--- src/hdl/postfix_to_accumulator_code_assert.svh ---
// Assertion macros for the postfix code generator
`ifndef POSTFIX_TO_ACCUMULATOR_CODE_ASSERT_SVH
`define POSTFIX_TO_ACCUMULATOR_CODE_ASSERT_SVH

// same-cycle implication
`define PFAC_ASSERT_IMP(lbl, ante, cons, msg) \
	lbl: assert property (@(posedge clk) disable iff (!arst_n) (ante) |-> (cons)) \
		else $error(msg);

// next-cycle implication
`define PFAC_ASSERT_NXT(lbl, ante, cons, msg) \
	lbl: assert property (@(posedge clk) disable iff (!arst_n) (ante) |=> (cons)) \
		else $error(msg);

`endif

--- src/hdl/pfac_pkg.sv ---
`timescale 1ns / 1ps
`default_nettype none
package pfac_pkg;

	localparam int STACK_DEPTH = 16;
	localparam int DEPTH_W = $clog2(STACK_DEPTH + 1);

	localparam logic [7:0] CH_PLUS  = 8'h2B;
	localparam logic [7:0] CH_MINUS = 8'h2D;
	localparam logic [7:0] CH_STAR  = 8'h2A;
	localparam logic [7:0] CH_SLASH = 8'h2F;

	localparam int BURST_LEN = 3;

	typedef enum logic [2:0] {
		OP_LDA = 3'd0,
		OP_ADD = 3'd1,
		OP_SUB = 3'd2,
		OP_MUL = 3'd3,
		OP_DIV = 3'd4,
		OP_STA = 3'd5
	} opcode_t;

	typedef enum logic [1:0] {
		ST_OK    = 2'd0,
		ST_UNDER = 2'd1,
		ST_OVER  = 2'd2
	} status_t;

	typedef struct packed {
		logic [7:0] symbol;
		logic       first;
	} sym_word_t;

	typedef struct packed {
		opcode_t    opcode;
		logic       operand_is_temp;
		logic [7:0] operand_value;
		status_t    status;
		logic       last;
	} code_word_t;

	typedef struct packed {
		logic       is_temp;
		logic [7:0] value;
	} entry_t;

	typedef struct packed {
		logic take_prev;
		logic take_next;
	} cell_ctrl_t;

endpackage
`default_nettype wire

--- src/hdl/postfix_to_accumulator_code.sv ---
`timescale 1ns / 1ps
`default_nettype none
// Postfix to single-accumulator code generator. Each symbol word is one
// expression character; an operand is taken at once and yields no code
// word, and it is taken even while earlier code words still drain. An
// operator yields LDA left, op right, STA Tn as three code words, one per
// cycle on the single output channel when the output does not stall; a
// stack underflow or overflow yields one status word. The next word-producing
// symbol is taken in the cycle the last word of the previous burst leaves.
// The operand stack is a row of shift cells, top entry in cell zero.
module postfix_to_accumulator_code
	import pfac_pkg::*;
(
	input  wire        clk,
	input  wire        arst_n,
	input  wire        sym_valid,
	output logic       sym_stall,
	input  sym_word_t  sym_word,
	output logic       code_valid,
	input  wire        code_stall,
	output code_word_t code_word
);

`include "postfix_to_accumulator_code_assert.svh"

	logic [DEPTH_W-1:0] depth_q;
	logic [7:0]         tc_q;

	logic [DEPTH_W-1:0] depth_eff;
	logic [7:0]         tc_eff;
	logic [7:0]         tc_new;
	logic               is_op;
	opcode_t            op_code;
	logic               under;
	logic               over;
	logic               has_words;
	logic               fire;
	logic               push;
	logic               comb;
	logic               free;
	entry_t             top_new;
	entry_t             ent [STACK_DEPTH];
	code_word_t         burst [BURST_LEN];
	logic [1:0]         burst_cnt;

	assign depth_eff = sym_word.first ? '0 : depth_q;
	assign tc_eff = sym_word.first ? 8'd0 : tc_q;
	assign tc_new = tc_eff + 8'd1;

	always_comb begin
		is_op = 1'b1;
		op_code = OP_ADD;
		unique case (sym_word.symbol)
			CH_PLUS:  op_code = OP_ADD;
			CH_MINUS: op_code = OP_SUB;
			CH_STAR:  op_code = OP_MUL;
			CH_SLASH: op_code = OP_DIV;
			default:  is_op = 1'b0;
		endcase
	end

	assign under = is_op && (depth_eff < DEPTH_W'(2));
	assign over = !is_op && (depth_eff == DEPTH_W'(STACK_DEPTH));
	assign has_words = is_op || over;

	assign sym_stall = has_words && !free;
	assign fire = sym_valid && !sym_stall;
	assign push = fire && !is_op && !over;
	assign comb = fire && is_op && !under;

	assign top_new = is_op ? entry_t'{is_temp: 1'b1, value: tc_new}
	                       : entry_t'{is_temp: 1'b0, value: sym_word.symbol};

	always_ff @(posedge clk or negedge arst_n) begin
		if (!arst_n) begin
			depth_q <= '0;
			tc_q <= 8'd0;
		end else if (fire) begin
			tc_q <= comb ? tc_new : tc_eff;
			if (push) begin
				depth_q <= depth_eff + DEPTH_W'(1);
			end else if (comb) begin
				depth_q <= depth_eff - DEPTH_W'(1);
			end else begin
				depth_q <= depth_eff;
			end
		end
	end

	for (genvar i = 0; i < STACK_DEPTH; i++) begin : g_cell
		cell_ctrl_t ctrl;
		entry_t     prev;
		entry_t     next;

		if (i == 0) begin : g_head
			assign ctrl.take_prev = push || comb;
			assign ctrl.take_next = 1'b0;
			assign prev = top_new;
		end else begin : g_body
			assign ctrl.take_prev = push;
			assign ctrl.take_next = comb;
			assign prev = ent[i - 1];
		end

		if (i == STACK_DEPTH - 1) begin : g_tail
			assign next = '0;
		end else begin : g_link
			assign next = ent[i + 1];
		end

		pfac_cell u_cell (
			.clk   (clk),
			.ctrl  (ctrl),
			.prev  (prev),
			.next  (next),
			.entry (ent[i])
		);
	end

	always_comb begin
		if (under || over) begin
			burst[0] = '{opcode: OP_LDA, operand_is_temp: 1'b0, operand_value: 8'd0,
			             status: (under ? ST_UNDER : ST_OVER), last: 1'b1};
			burst_cnt = 2'd1;
		end else begin
			burst[0] = '{opcode: OP_LDA, operand_is_temp: ent[1].is_temp,
			             operand_value: ent[1].value, status: ST_OK, last: 1'b0};
			burst_cnt = 2'(BURST_LEN);
		end
		burst[1] = '{opcode: op_code, operand_is_temp: ent[0].is_temp,
		             operand_value: ent[0].value, status: ST_OK, last: 1'b0};
		burst[2] = '{opcode: OP_STA, operand_is_temp: 1'b1, operand_value: tc_new,
		             status: ST_OK, last: 1'b1};
	end

	pfac_emit u_emit (
		.clk        (clk),
		.arst_n     (arst_n),
		.load       (fire && has_words),
		.load_words (burst),
		.load_cnt   (burst_cnt),
		.free       (free),
		.code_valid (code_valid),
		.code_stall (code_stall),
		.code_word  (code_word)
	);

	`PFAC_ASSERT_IMP(a_depth_bound, 1'b1, depth_q <= DEPTH_W'(STACK_DEPTH),
		"stack depth beyond capacity")
	`PFAC_ASSERT_IMP(a_error_last, code_valid && (code_word.status != ST_OK),
		code_word.last && (code_word.opcode == OP_LDA), "error word not a single last LDA")
	`PFAC_ASSERT_NXT(a_comb_burst, comb, code_valid && (code_word.opcode == OP_LDA)
		&& !code_word.last && (code_word.status == ST_OK), "operator burst not started")
	`PFAC_ASSERT_NXT(a_temp_count, comb, tc_q == $past(tc_new), "temporary counter not advanced")

endmodule
`default_nettype wire

--- src/hdl/pfac_cell.sv ---
`timescale 1ns / 1ps
`default_nettype none
module pfac_cell
	import pfac_pkg::*;
(
	input  wire        clk,
	input  cell_ctrl_t ctrl,
	input  entry_t     prev,
	input  entry_t     next,
	output entry_t     entry
);

	entry_t entry_q;

	always_ff @(posedge clk) begin
		if (ctrl.take_prev) begin
			entry_q <= prev;
		end else if (ctrl.take_next) begin
			entry_q <= next;
		end
	end

	assign entry = entry_q;

endmodule
`default_nettype wire

--- src/hdl/pfac_emit.sv ---
`timescale 1ns / 1ps
`default_nettype none
module pfac_emit
	import pfac_pkg::*;
(
	input  wire        clk,
	input  wire        arst_n,
	input  wire        load,
	input  code_word_t load_words [BURST_LEN],
	input  wire  [1:0] load_cnt,
	output logic       free,
	output logic       code_valid,
	input  wire        code_stall,
	output code_word_t code_word
);

	logic [1:0] cnt_q;
	code_word_t words_q [BURST_LEN];
	logic take;

	assign code_valid = (cnt_q != 2'd0);
	assign take = code_valid && !code_stall;
	assign free = (cnt_q == 2'd0) || ((cnt_q == 2'd1) && take);
	assign code_word = words_q[0];

	always_ff @(posedge clk or negedge arst_n) begin
		if (!arst_n) begin
			cnt_q <= 2'd0;
		end else if (load) begin
			cnt_q <= load_cnt;
		end else if (take) begin
			cnt_q <= cnt_q - 2'd1;
		end
	end

	// advance the burst one word per take
	always_ff @(posedge clk) begin
		if (load) begin
			words_q <= load_words;
		end else if (take) begin
			for (int i = 0; i < BURST_LEN - 1; i++) begin
				words_q[i] <= words_q[i + 1];
			end
		end
	end

endmodule
`default_nettype wire

--- config.mk ---
export PLATFORM = sky130hd
export DESIGN_NAME = postfix_to_accumulator_code
export DESIGN_NICKNAME = d
export VERILOG_FILES = /design/src/hdl/pfac_pkg.sv /design/src/hdl/postfix_to_accumulator_code.sv /design/src/hdl/pfac_cell.sv /design/src/hdl/pfac_emit.sv
export VERILOG_INCLUDE_DIRS = /design/src /design/src/hdl
export SDC_FILE = /design/constraint.sdc
export NUM_CORES = 1
export LEC_CHECK = 0
export BUFFER_PORTS_ARGS = -buffer_cell sky130_fd_sc_hd__buf_2
export CORE_ASPECT_RATIO = 2
export CORE_UTILIZATION = 30
export DETAILED_ROUTE_END_ITERATION = 12
export HOLD_SLACK_MARGIN = 0.06
export SYNTH_ARGS = -nofsm -noshare
export SYNTH_HDL_FRONTEND = slang
export SYNTH_SLANG_ARGS = --single-unit
--- constraint.sdc ---
create_clock -name clk -period 11.3 [get_ports clk]
set_input_delay 2.26 -clock clk [delete_from_list [all_inputs] [get_ports clk]]
set_output_delay 2.26 -clock clk [all_outputs]
set_load 0.05 [all_outputs]
==> results.md, run 1 <==
* Seq cells post-synth at 195
* Register area at 5771 um^2
* Initial Util at 0.3066
* Antenna-violating nets left at 0
* Crit path required time at about 9000 ps
* Combinational fraction of design power at 0.143
* First DRT Iteration DRCs at around 290
* Initial antenna violation count at 0
* First-pass GRT wire length at 27,280 um
* Synth unique cells at 56
* Seq/Total Area, Yosys at 0.6650
* Vias at between 4k and 5k
* Hold/Removal Path Class: reg -> reg
* Setup bufs post-CTS at 0
* Pwr dens at about 190 nW/um^2
* Worst Clk Skew at 9.981 ps
* # setup viols final at 0
* Area growth, synth to finish at 11.67%
* Worst setup SP type: input pin
* Nets at just under 600
* Placed insts at 904
* CP arrival at 4040 ps
* Synth Area per Inst at around 16 um^2
* Slew Limit Fails at 0
* Floorplan core area at 28,300 um^2
* # IOs at 30
* Net Switching at 481.5 uW
* Post-route DRC at 0
* Number of flops mapped to enable cells by yosys at 179
* Antenna diodes at 0
* CTS max path bufs at 2
* Switching part of the total at 0.2653
* Fraction of registers with async set/reset at 0.07692
* GRT Overall Usage at 0.1230
* Vias in the first global route at 4,838
* Filler Cell Count at roughly 2.7k
* Die ar. at 29,650 um^2
* Worst-path clk slew at 70 ps
* Gate Count Post-Synth at 552
* CP Max Fanout at 22
* Synthesized area at a little under 9000 um^2
* Critical Path End Type: output port
* Dominant synthesized flop cell: edfxtp_1
* Maximum VDD drop at around 0.095 mV
* TritonCTS clock tree: done
* Cts repair resizes at 0
* DP HPWL at 11,490 um
* Power share of the sequential group at 0.510
* Fin crit period at between 6000 and 7000 ps
* Placer's final routability congestion estimate at around 0.85
* Share of the synthesized area in the top cell type at 0.6195
* Multi-input gate area at ~2600 um^2
* Row count at 87
* Total wire length at 16,860 um
* Drt first pass iters at 4
* Top post-synthesis cells by area: edfxtp_1, mux2_2, dfrtp_1
* Max-cap violation count at 0
* Slew @ Worst Pin at 1173 ps
* Share of cells above drive strength 1 at 0.3603
* Run status: completed
* Leakage power at 3.498 nW
* Post-CTS Hold Buffers at 0
* Final std cells w/o fill at 936
* TNS Setup at 0 ps
* F_max at 158.7 MHz
* Root buffer cell: clkbuf_16
* Final period utilization at 0.5576
* Yosys Warn Count at 0
* Die W at 122.3 um
* Max_slew headroom at 0.2182
* Largest net degree at the start of global routing at 94
* Unrepaired setup endpoints after global routing: no
* P_int at roughly 1.3 mW
* GRT Residual Overflow at 0
* Syn_nets at roughly 570
* Die H at around 240 um
* Cell taking the most area after synthesis: edfxtp_1
* Htree depth at 4
* Clock Sink Count at 195
* Clk_lat worst skew at roughly 440 ps
* Port Buffer Count at 29
* Final hold viol count at 0
* Crit path kind: in -> out
* WL/cell at 18.01 um
* CTS Buf Count at 17
* Vias per cell at 4.765
* Clock power share at 0.347
power by group through the flow:
stage | Combinational [mW] | Clock (mW) | Sequential [mW]
after floorplan | 0.215 | 0 | 0.927
after global placement | 0.258 | 0 | 0.940
after detailed placement | 0.263 | 0 | 0.943
after CTS | 0.264 | 0.645 | 0.928
after global routing | 0.283 | 0.670 | 0.935
final | 0.259 | 0.630 | 0.926
worst max-delay path: stages:
cell and delay [ps]:
buf_2 130, mux2i_1 200, or4_4 630, inv_2 280, nor2_1 110, nor2_1 130
buf_2 280
metrics by stage:
stage	setup WS, ps	total power, mW	cell area [um^2]	utilization	hold slack (ps)
4_1_cts	5004	1.837	9689	0.3424	486.5
5_1_grt	4891	1.889	9689	0.3424	541.6
2_1_floorplan	3896	1.142	8677	-	440.2
3_5_place_dp	4777	1.206	9067	0.3204	469.1
6_report	4999	1.815	9689	0.3424	481.5
3_3_place_gp	5026	1.199	9067	0.3204	455.9
final cells by class:
cell class | instances | area share
inverters | 9 | 0.003487
repair buffers | 36 | 0.02040
clock inverters | 11 | 0.01111
clock buffers | 21 | 0.05307
flip-flops and latches | 195 | 0.5956
multi-input cells | 308 | 0.2704
well taps | 356 | 0.04597
registers in the layout, summed over array words and instances, names as in the netlist:
name                 cells
u_emit.cnt_q             2
u_emit.code_word        15
depth_q                  5
tc_q                     8
g_cell.u_cell.entry    144
u_emit.words_q          21
cells in the final DEF, fill, tap and decap left out, types with 3 or more instances in the layout:
cell type  Yosys  final
edfxtp_1     179    179
mux2_2       126    126
nand2_1       40     38
buf_2          5     29
clkbuf_16      0     20
o21ai_0       17     17
nor2_1        16     16
dfrtp_1       15     15
a22o_1        12     12
and3_1        11     11
inv_1          8      8
buf_4         27      7
nor2b_1        6      6
nand3_1        6      6
ha_1           6      6
mux2i_1        5      5
a21oi_1        5      5
and2_1         4      4
a21o_1         4      4
xor2_1         4      4
xnor2_1        4      4
or3_1          3      3
nor3_1         4      3
a31oi_1        3      3
inv_6          0      3
routing by layer:
metal / vias up / share of wire / track usage
met4: 0 / 0.035 / 0.06098
met5: - / 0 / 0
met2: 71 / 0.55 / 0.2161
li1: 2125 / - / -
met1: 2231 / 0.39 / 0.1352
met3: 33 / 0.025 / 0.02895
cell usage after synthesis (2+ instances only):
cell type	count
edfxtp_1	179
buf_2	5
inv_1	8
nor2_1	16
o22a_1	2
dfrtp_1	15
clkbuf_1	5
xnor2_1	4
ha_1	6
or3_1	3
o21ai_1	2
mux2i_1	5
a21o_1	4
and2_1	4
buf_4	27
nor3_1	4
o21ai_0	17
nor2b_1	6
o211ai_1	2
nand2_1	40
a21oi_1	5
and3_1	11
a22o_1	12
nand3_1	6
a31oi_1	3
a221o_1	2
buf_6	2
xor2_1	4
mux2_2	126
cell families (layout without fill, tap and decap cells):
kind of cell    after synthesis  in the layout  synth area share
mux                         131            131            0.1693
fa+ha+maj                     6              6          0.008652
xor+xnor                      8              8          0.008074
compound gates               61             61           0.05061
flops                       195            195            0.6650
simple gates                102            102           0.06302
buf+inv                      49             77           0.03533
final timing paths:
kind | startpoint | to | slack (ps) | cells past startpoint
worst max-delay path | sym_word[3] | sym_stall | 5000 | 7
worst min register to register | u_emit.words_q[15]$_SDFFE_PP0N_ | u_emit.words_q[15]$_SDFFE_PP0N_ | 480 | 2
max in group asynchronous | arst_n | depth_q[1]$_DFFE_PN0N_ | 9260 | 1
min in group asynchronous | arst_n | u_emit.cnt_q[1]$_DFFE_PN0P_ | 1740 | 1
worst max register to register | depth_q[1]$_DFFE_PN0N_ | g_cell[8].u_cell.entry[5]$_DFFE_PP_ | 7140 | 6
worst min-delay path | u_emit.words_q[15]$_SDFFE_PP0N_ | u_emit.words_q[15]$_SDFFE_PP0N_ | 480 | 2
(Power assumes the default switching activity.)
==> run 2: changes to the inputs <==
- ABC_AREA: default -> 1
- clock period: 11.3 -> 6 ns (I/O delays scaled with it)
==> run 2 against run 1 <==
Net effect: total power is 110% higher; largest power group unchanged; final cell count is 34% higher; first-iteration DRC count is 4.8% higher; highest routed layer unchanged; largest cell class unchanged.
==> results.md, run 2 <==
* Number of flip-flops in the largest register at 144
* Final hold viol count at 0
* Antenna diodes at 0
* Final Util at 0.3366
* GRT Overall Usage at 0.1229
* Root buffer cell: clkbuf_16
* F_max at 245.9 MHz
* GRT Residual Overflow at 0
* Placed instance area at just over 9000 um^2
* CTS max path bufs at 2
* Vias in the first global route at 5,870
* Die H at approximately 240 um
* Reg2reg end: g_cell[8].u_cell.entry[8]$_DFFE_PP_
* Total wire length at 17,020 um
* Initial antenna violation count at 0
* Crit path required time at around 6000 ps
* Reg2reg setup slack at 2510 ps
* Syn_nets at between 800 and 900
* Clock Sink Count at between 150 and 200
* Synth Area in Compound Gates at 0.05215
* Slew @ Worst Pin at 845.2 ps
* Worst setup SP type: input pin
* Run status: completed
* Worst-path clk slew at 80 ps
* Initial Util at 0.3044
* Post-route DRC at 0
* Hold Crit Depth at 2
* Slew Limit Fails at 0
* Largest net degree at the start of global routing at 89
* Fin crit period at 4066 ps
* First-pass GRT wire length at 28,560 um
* Synth unique cells at 32
* Final std cells w/o fill at 1,254
* Placed insts at 1,222
* Htree depth at 4
* Worst hold path startpoint: u_emit.words_q[15]$_SDFFE_PP0N_
* WHS Endpoint: u_emit.words_q[15]$_SDFFE_PP0N_
* Row count at 88
* # IOs at 30
* Yosys Warn Count at 0
* Setup ws final at 1934 ps
* TritonCTS clock tree: done
* DP HPWL at between 10,000 and 15,000 um
* Post-CTS Hold Buffers at 0
* Cell taking the most area after synthesis: edfxtp_1
* Dominant synthesized flop cell: edfxtp_1
* Top post-synthesis cells by area: edfxtp_1, nand2_1, dfrtp_1
* Port Buffer Count at 29
* Gate Count Post-Synth at 878
* Synth Area per Inst at 10.00 um^2
* Post-synthesis mux area share at 0
* # setup viols final at 0
* Critical Path End Type: register
* Final period utilization at 0.6777
* Placer's final routability congestion estimate at 0.8569
* CP Max Fanout at 49
* Vias at 5,718
* Seq cells post-synth at 195
* Antenna-violating nets left at 0
* Clk_lat worst skew at 440 ps
* Synth Area in XOR/XNOR at 0.007979
* Number of flops mapped to enable cells by yosys at 179
* Max_slew headroom at 0.4365
* Reg2reg path depth at 10
* TNS Setup at 0 ps
* CTS Buf Count at 17
* Share of the synthesized area in the top cell type at 0.6121
* Vias per cell at 4.560
* Setup slack at placement at 1448 ps
* Unrepaired setup endpoints after global routing: no
* Share of cells above drive strength 1 at 0.09396
* Most common cell in the netlist: nand2_1
* Floorplan core area at 28,850 um^2
* Total Power at 3.883 mW
* Drt first pass iters at 4
* Worst R2R Start: u_emit.cnt_q[0]$_DFFE_PN0P_
* Worst Clk Skew at 15.40 ps
* Simple-gate share of the synthesized area at 0.2059
* Maximum VDD drop at 0.2004 mV
* Fraction of registers with async set/reset at 0.07692
* Max-cap violation count at 0
* Nets at 900
* WL/cell at 13.57 um
* Seq/Total Area, Yosys at 0.6572
* Crit path kind: in -> reg
* Cts repair resizes at 0
* Most frequent cells in the layout: nand2_1, edfxtp_1, inv_1, o21ai_0, nor2_1
* Setup bufs post-CTS at 0
* Post-Synth Adder-Cell Area at 0.008549
* CP arrival at about 4200 ps
* Hold/Removal Path Class: reg -> reg
* WHS at 501.2 ps
* Post-synth top cells: nand2_1, edfxtp_1, inv_1, o21ai_0, nor2_1
* Largest family of logic cells by synthesized area: simple AND/OR/NAND/NOR gates
* Pwr dens at about 400 nW/um^2
* Filler Cell Count at 2,979
* Commonest non-fill, non-tap cell in the layout: nand2_1
* Die W at 123.0 um
* Die ar. at 30,000 um^2
* Synthesized area at 8781 um^2
* Design Area, Final at 9709 um^2
* Area growth, synth to finish at 10.57%
* First DRT Iteration DRCs at around 310
* Leakage power at 4.140 nW
[run 2: cell count changes after synthesis, moves of 11 or more]
cell     previous run  this run
buf_4              27        15
nor2_1             16        39
and3_1             11         0
o21ai_1             2        17
nand2_1            40       391
mux2_2            126         0
inv_1               8        68
a22o_1             12         0
buf_2               5        29
o21ai_0            17        49
[run 2: cell type report]
class,count,area [um^2],area share
Sequential cell,195,5771,0.5943
Tap cell,360,450.4,0.04639
Clock inverter,13,127.6,0.01314
Timing Repair Buffer,37,217.7,0.02242
Clock buffer,19,432.9,0.04459
Multi-Input combinational cell,556,2426,0.2499
Inverter,74,284.0,0.02925
[run 2: kinds of logic after synthesis]
| group | Yosys count |
|---|---|
| AOI/OAI and AO/OA | 87 |
| xor gates and xnor gates | 8 |
| adders and majority gates | 6 |
| buffers and inverters | 127 |
| DFF | 195 |
| and+or+nand+nor | 455 |
[run 2: per-layer routing]
layer / routed length [um] / track usage
met5: 0 / 0
met4: 490 / 0.06024
met3: 381 / 0.02029
met2: 9133 / 0.2163
met1: 7012 / 0.1412
[run 2: power by group]
part / switching (mW) / internal (mW)
Combinational: 0.586 / 0.215
Sequential: 0.133 / 1.87
Clock: 0.532 / 0.547
[run 2: worst max-delay path by stage]
stage | start | end | depth (start not counted)
2_1_floorplan | sym_word[0] | g_cell[0].u_cell.entry[0]$_DFFE_PP_ | 13
3_5_place_dp | sym_word[0] | g_cell[14].u_cell.entry[1]$_DFFE_PP_ | 14
3_3_place_gp | sym_word[0] | g_cell[15].u_cell.entry[1]$_SDFFCE_PP0P_ | 14
4_1_cts | sym_word[0] | g_cell[14].u_cell.entry[1]$_DFFE_PP_ | 14
5_1_grt | sym_word[5] | g_cell[13].u_cell.entry[1]$_DFFE_PP_ | 11
6_report | sym_word[0] | g_cell[8].u_cell.entry[8]$_DFFE_PP_ | 14
[run 2: critical path, stage by stage]
cell and delay (ps):
buf_2 140, inv_2 190, nand2_1 160, ha_1 230, inv_1 50, nor2_1 50
nand2_4 90, nand4_4 140, nand2_4 150, nand2_8 100, inv_6 150, nand2_1 390
nand2_4 690, buf_4 410
==> run 3: changes to the inputs <==
- clock period: 6 -> 3.45 ns (I/O delays scaled with it)
==> run 3 against run 2 <==
Net effect: worst hold slack got worse by 350 ps; global-route usage rose by 0.094 points; utilization rose by 0.63 points; worst setup slack got worse by 1300 ps; register-to-register slack got worse by 1700 ps; clock skew fell by 6.5 ps; die area did not move; sequential share of layout area fell by 1.1 points; wire length rose by 0.65%; critical path type is now in -> out; critical endpoint is now sym_stall; largest cell class unchanged; largest power group unchanged.
==> results.md, run 3 (synthesized netlist as in run 2, its figures left out) <==
* Slowest-stage cell, CP: ha_1
* Final period utilization at 0.8210
* Hold/Removal Path Class: in -> async
* CP Max Fanout at 11
* TNS Setup at 0 ps
* Initial antenna violation count at 0
* Clock power share at 0.299
* Crit path required time at 2760 ps
* Die W at about 120 um
* Placed insts at 1,227
* Final std cells w/o fill at 1,259
* Slew @ Worst Pin at 598.1 ps
* Vias per cell at around 4.5
* Placer's final routability congestion estimate at 0.8688
* Vias in the first global route at 5,791
* Antenna diodes at 0
* Maximum VDD drop at 0.3765 mV
* Unrepaired setup endpoints after global routing: no
* Slew Limit Fails at 0
* Nets at 905
* Vias at 5,678
* First-pass GRT wire length at 28,580 um
* CTS Buf Count at 17
* Die ar. at between 20,000 and 30,000 um^2
* TritonCTS clock tree: done
* Combinational fraction of design power at 0.202
* Max_slew headroom at 0.6013
* Htree depth at 4
* Worst-path clk slew at 80 ps
* Clk_lat worst skew at 450 ps
* DP HPWL at 11,540 um
* P_int at about 4.8 mW
* Port Buffer Count at 29
* Root buffer cell: clkbuf_16
* Power share of the sequential group at 0.499
* Most frequent cells in the layout: nand2_1, edfxtp_1, inv_1, o21ai_0, nor2_1
* F_max at 353.0 MHz
* Initial Util at 0.3044
* Setup bufs post-CTS at 0
* Reg2reg setup slack at 860 ps
* Worst setup SP type: input pin
* Fin crit period at 2833 ps
* GRT Residual Overflow at 0
* Largest net degree at the start of global routing at ~150
* # setup viols final at 0
* Antenna-violating nets left at 0
* Run status: completed
* Switching part of the total at 0.3120
* Row count at 88
* Max-cap violation count at 0
* WL/cell at 13.60 um
* Crit path cell chain: buf_2, inv_2, nand2_1, ha_1, inv_1, nor2_1, nand2_4, nand4_4, nand2_4, inv_1, buf_2
* Critical Path End Type: output port
* Floorplan core area at 28,850 um^2
* GRT Overall Usage at 0.1238
* Pwr dens at a little over 700 nW/um^2
* CP arrival at 2140 ps
* WHS at 153.9 ps
* Number of flip-flops in the largest register at about 140
* Commonest non-fill, non-tap cell in the layout: nand2_1
* Leakage power at between 4 and 5 nW
* Post-CTS Hold Buffers at 0
* Post-route DRC at 0
* Total wire length at 17,130 um
* Share of cells above drive strength 1 at 0.1012
* Drt first pass iters at 4
* Worst Clk Skew at 8.920 ps
* Net Switching at 2.186 mW
* Final hold viol count at 0
* # IOs at 30
* CP max stage delay at approximately 220 ps
* Cts repair resizes at 0
* Clock Sink Count at 195
* CTS max path bufs at 2
* Crit path kind: in -> out
* Die H at 244.0 um
* First DRT Iteration DRCs at around 290
* Area growth, synth to finish at 12.64%
[run 3: cell type report]
type                    count  area [um^2]
inverters                  74        284.0
clock inverters            15        195.2
flip-flops and latches    195         5771
clock buffers              17        425.4
well taps                 360        450.4
multi-input cells         556         2435
fillers                  2985        18960
repair buffers             42        330.3
[run 3: per-stage QoR]
step	cell area, um^2	setup WS, ps	total power, mW	util
floorplan	8788	148.1	4.617	-
finish	9891	617.5	7.007	0.3429
global route	9891	460.9	7.387	0.3429
CTS	9891	617.8	7.095	0.3429
global placement	9270	338.1	4.950	0.3213
detailed placement	9270	286.3	4.988	0.3213
[run 3: metal layers]
layer	global-route usage	vias up	share of wire
met1	0.1351	2730	0.39
li1	-	2853	-
met2	0.2226	72	0.55
met3	0.02752	23	0.027
met5	0	-	0
met4	0.05705	0	0.025
[run 3: worst max-delay path: cells and delay by family]
family                     cells  cell delay, ps
adders and majority gates      1             220
buffers and inverters          5             640
and+or+nand+nor                5             590
[run 3: final timing paths]
path,startpoint,end,cells past startpoint
hold / removal,arst_n,u_emit.cnt_q[0]$_DFFE_PN0P_,1
hold reg to reg,u_emit.words_q[15]$_SDFFE_PP0N_,u_emit.words_q[15]$_SDFFE_PP0N_,2
setup reg to reg,u_emit.cnt_q[0]$_DFFE_PN0P_,g_cell[15].u_cell.entry[5]$_SDFFCE_PP0P_,10
max in group asynchronous,arst_n,tc_q[4]$_DFFE_PN0N_,1
setup / recovery,sym_word[0],sym_stall,11
min in group clk,u_emit.words_q[15]$_SDFFE_PP0N_,u_emit.words_q[15]$_SDFFE_PP0N_,2
[run 3: power by group through the flow]
stage          Sequential [mW]  Combinational [mW]  Clock (mW)
2_1_floorplan             3.46                1.15           0
3_3_place_gp              3.54                1.41           0
3_5_place_dp              3.55                1.44           0
4_1_cts                   3.50                1.45        2.15
5_1_grt                   3.55                1.61        2.23
6_report                  3.49                1.42        2.10
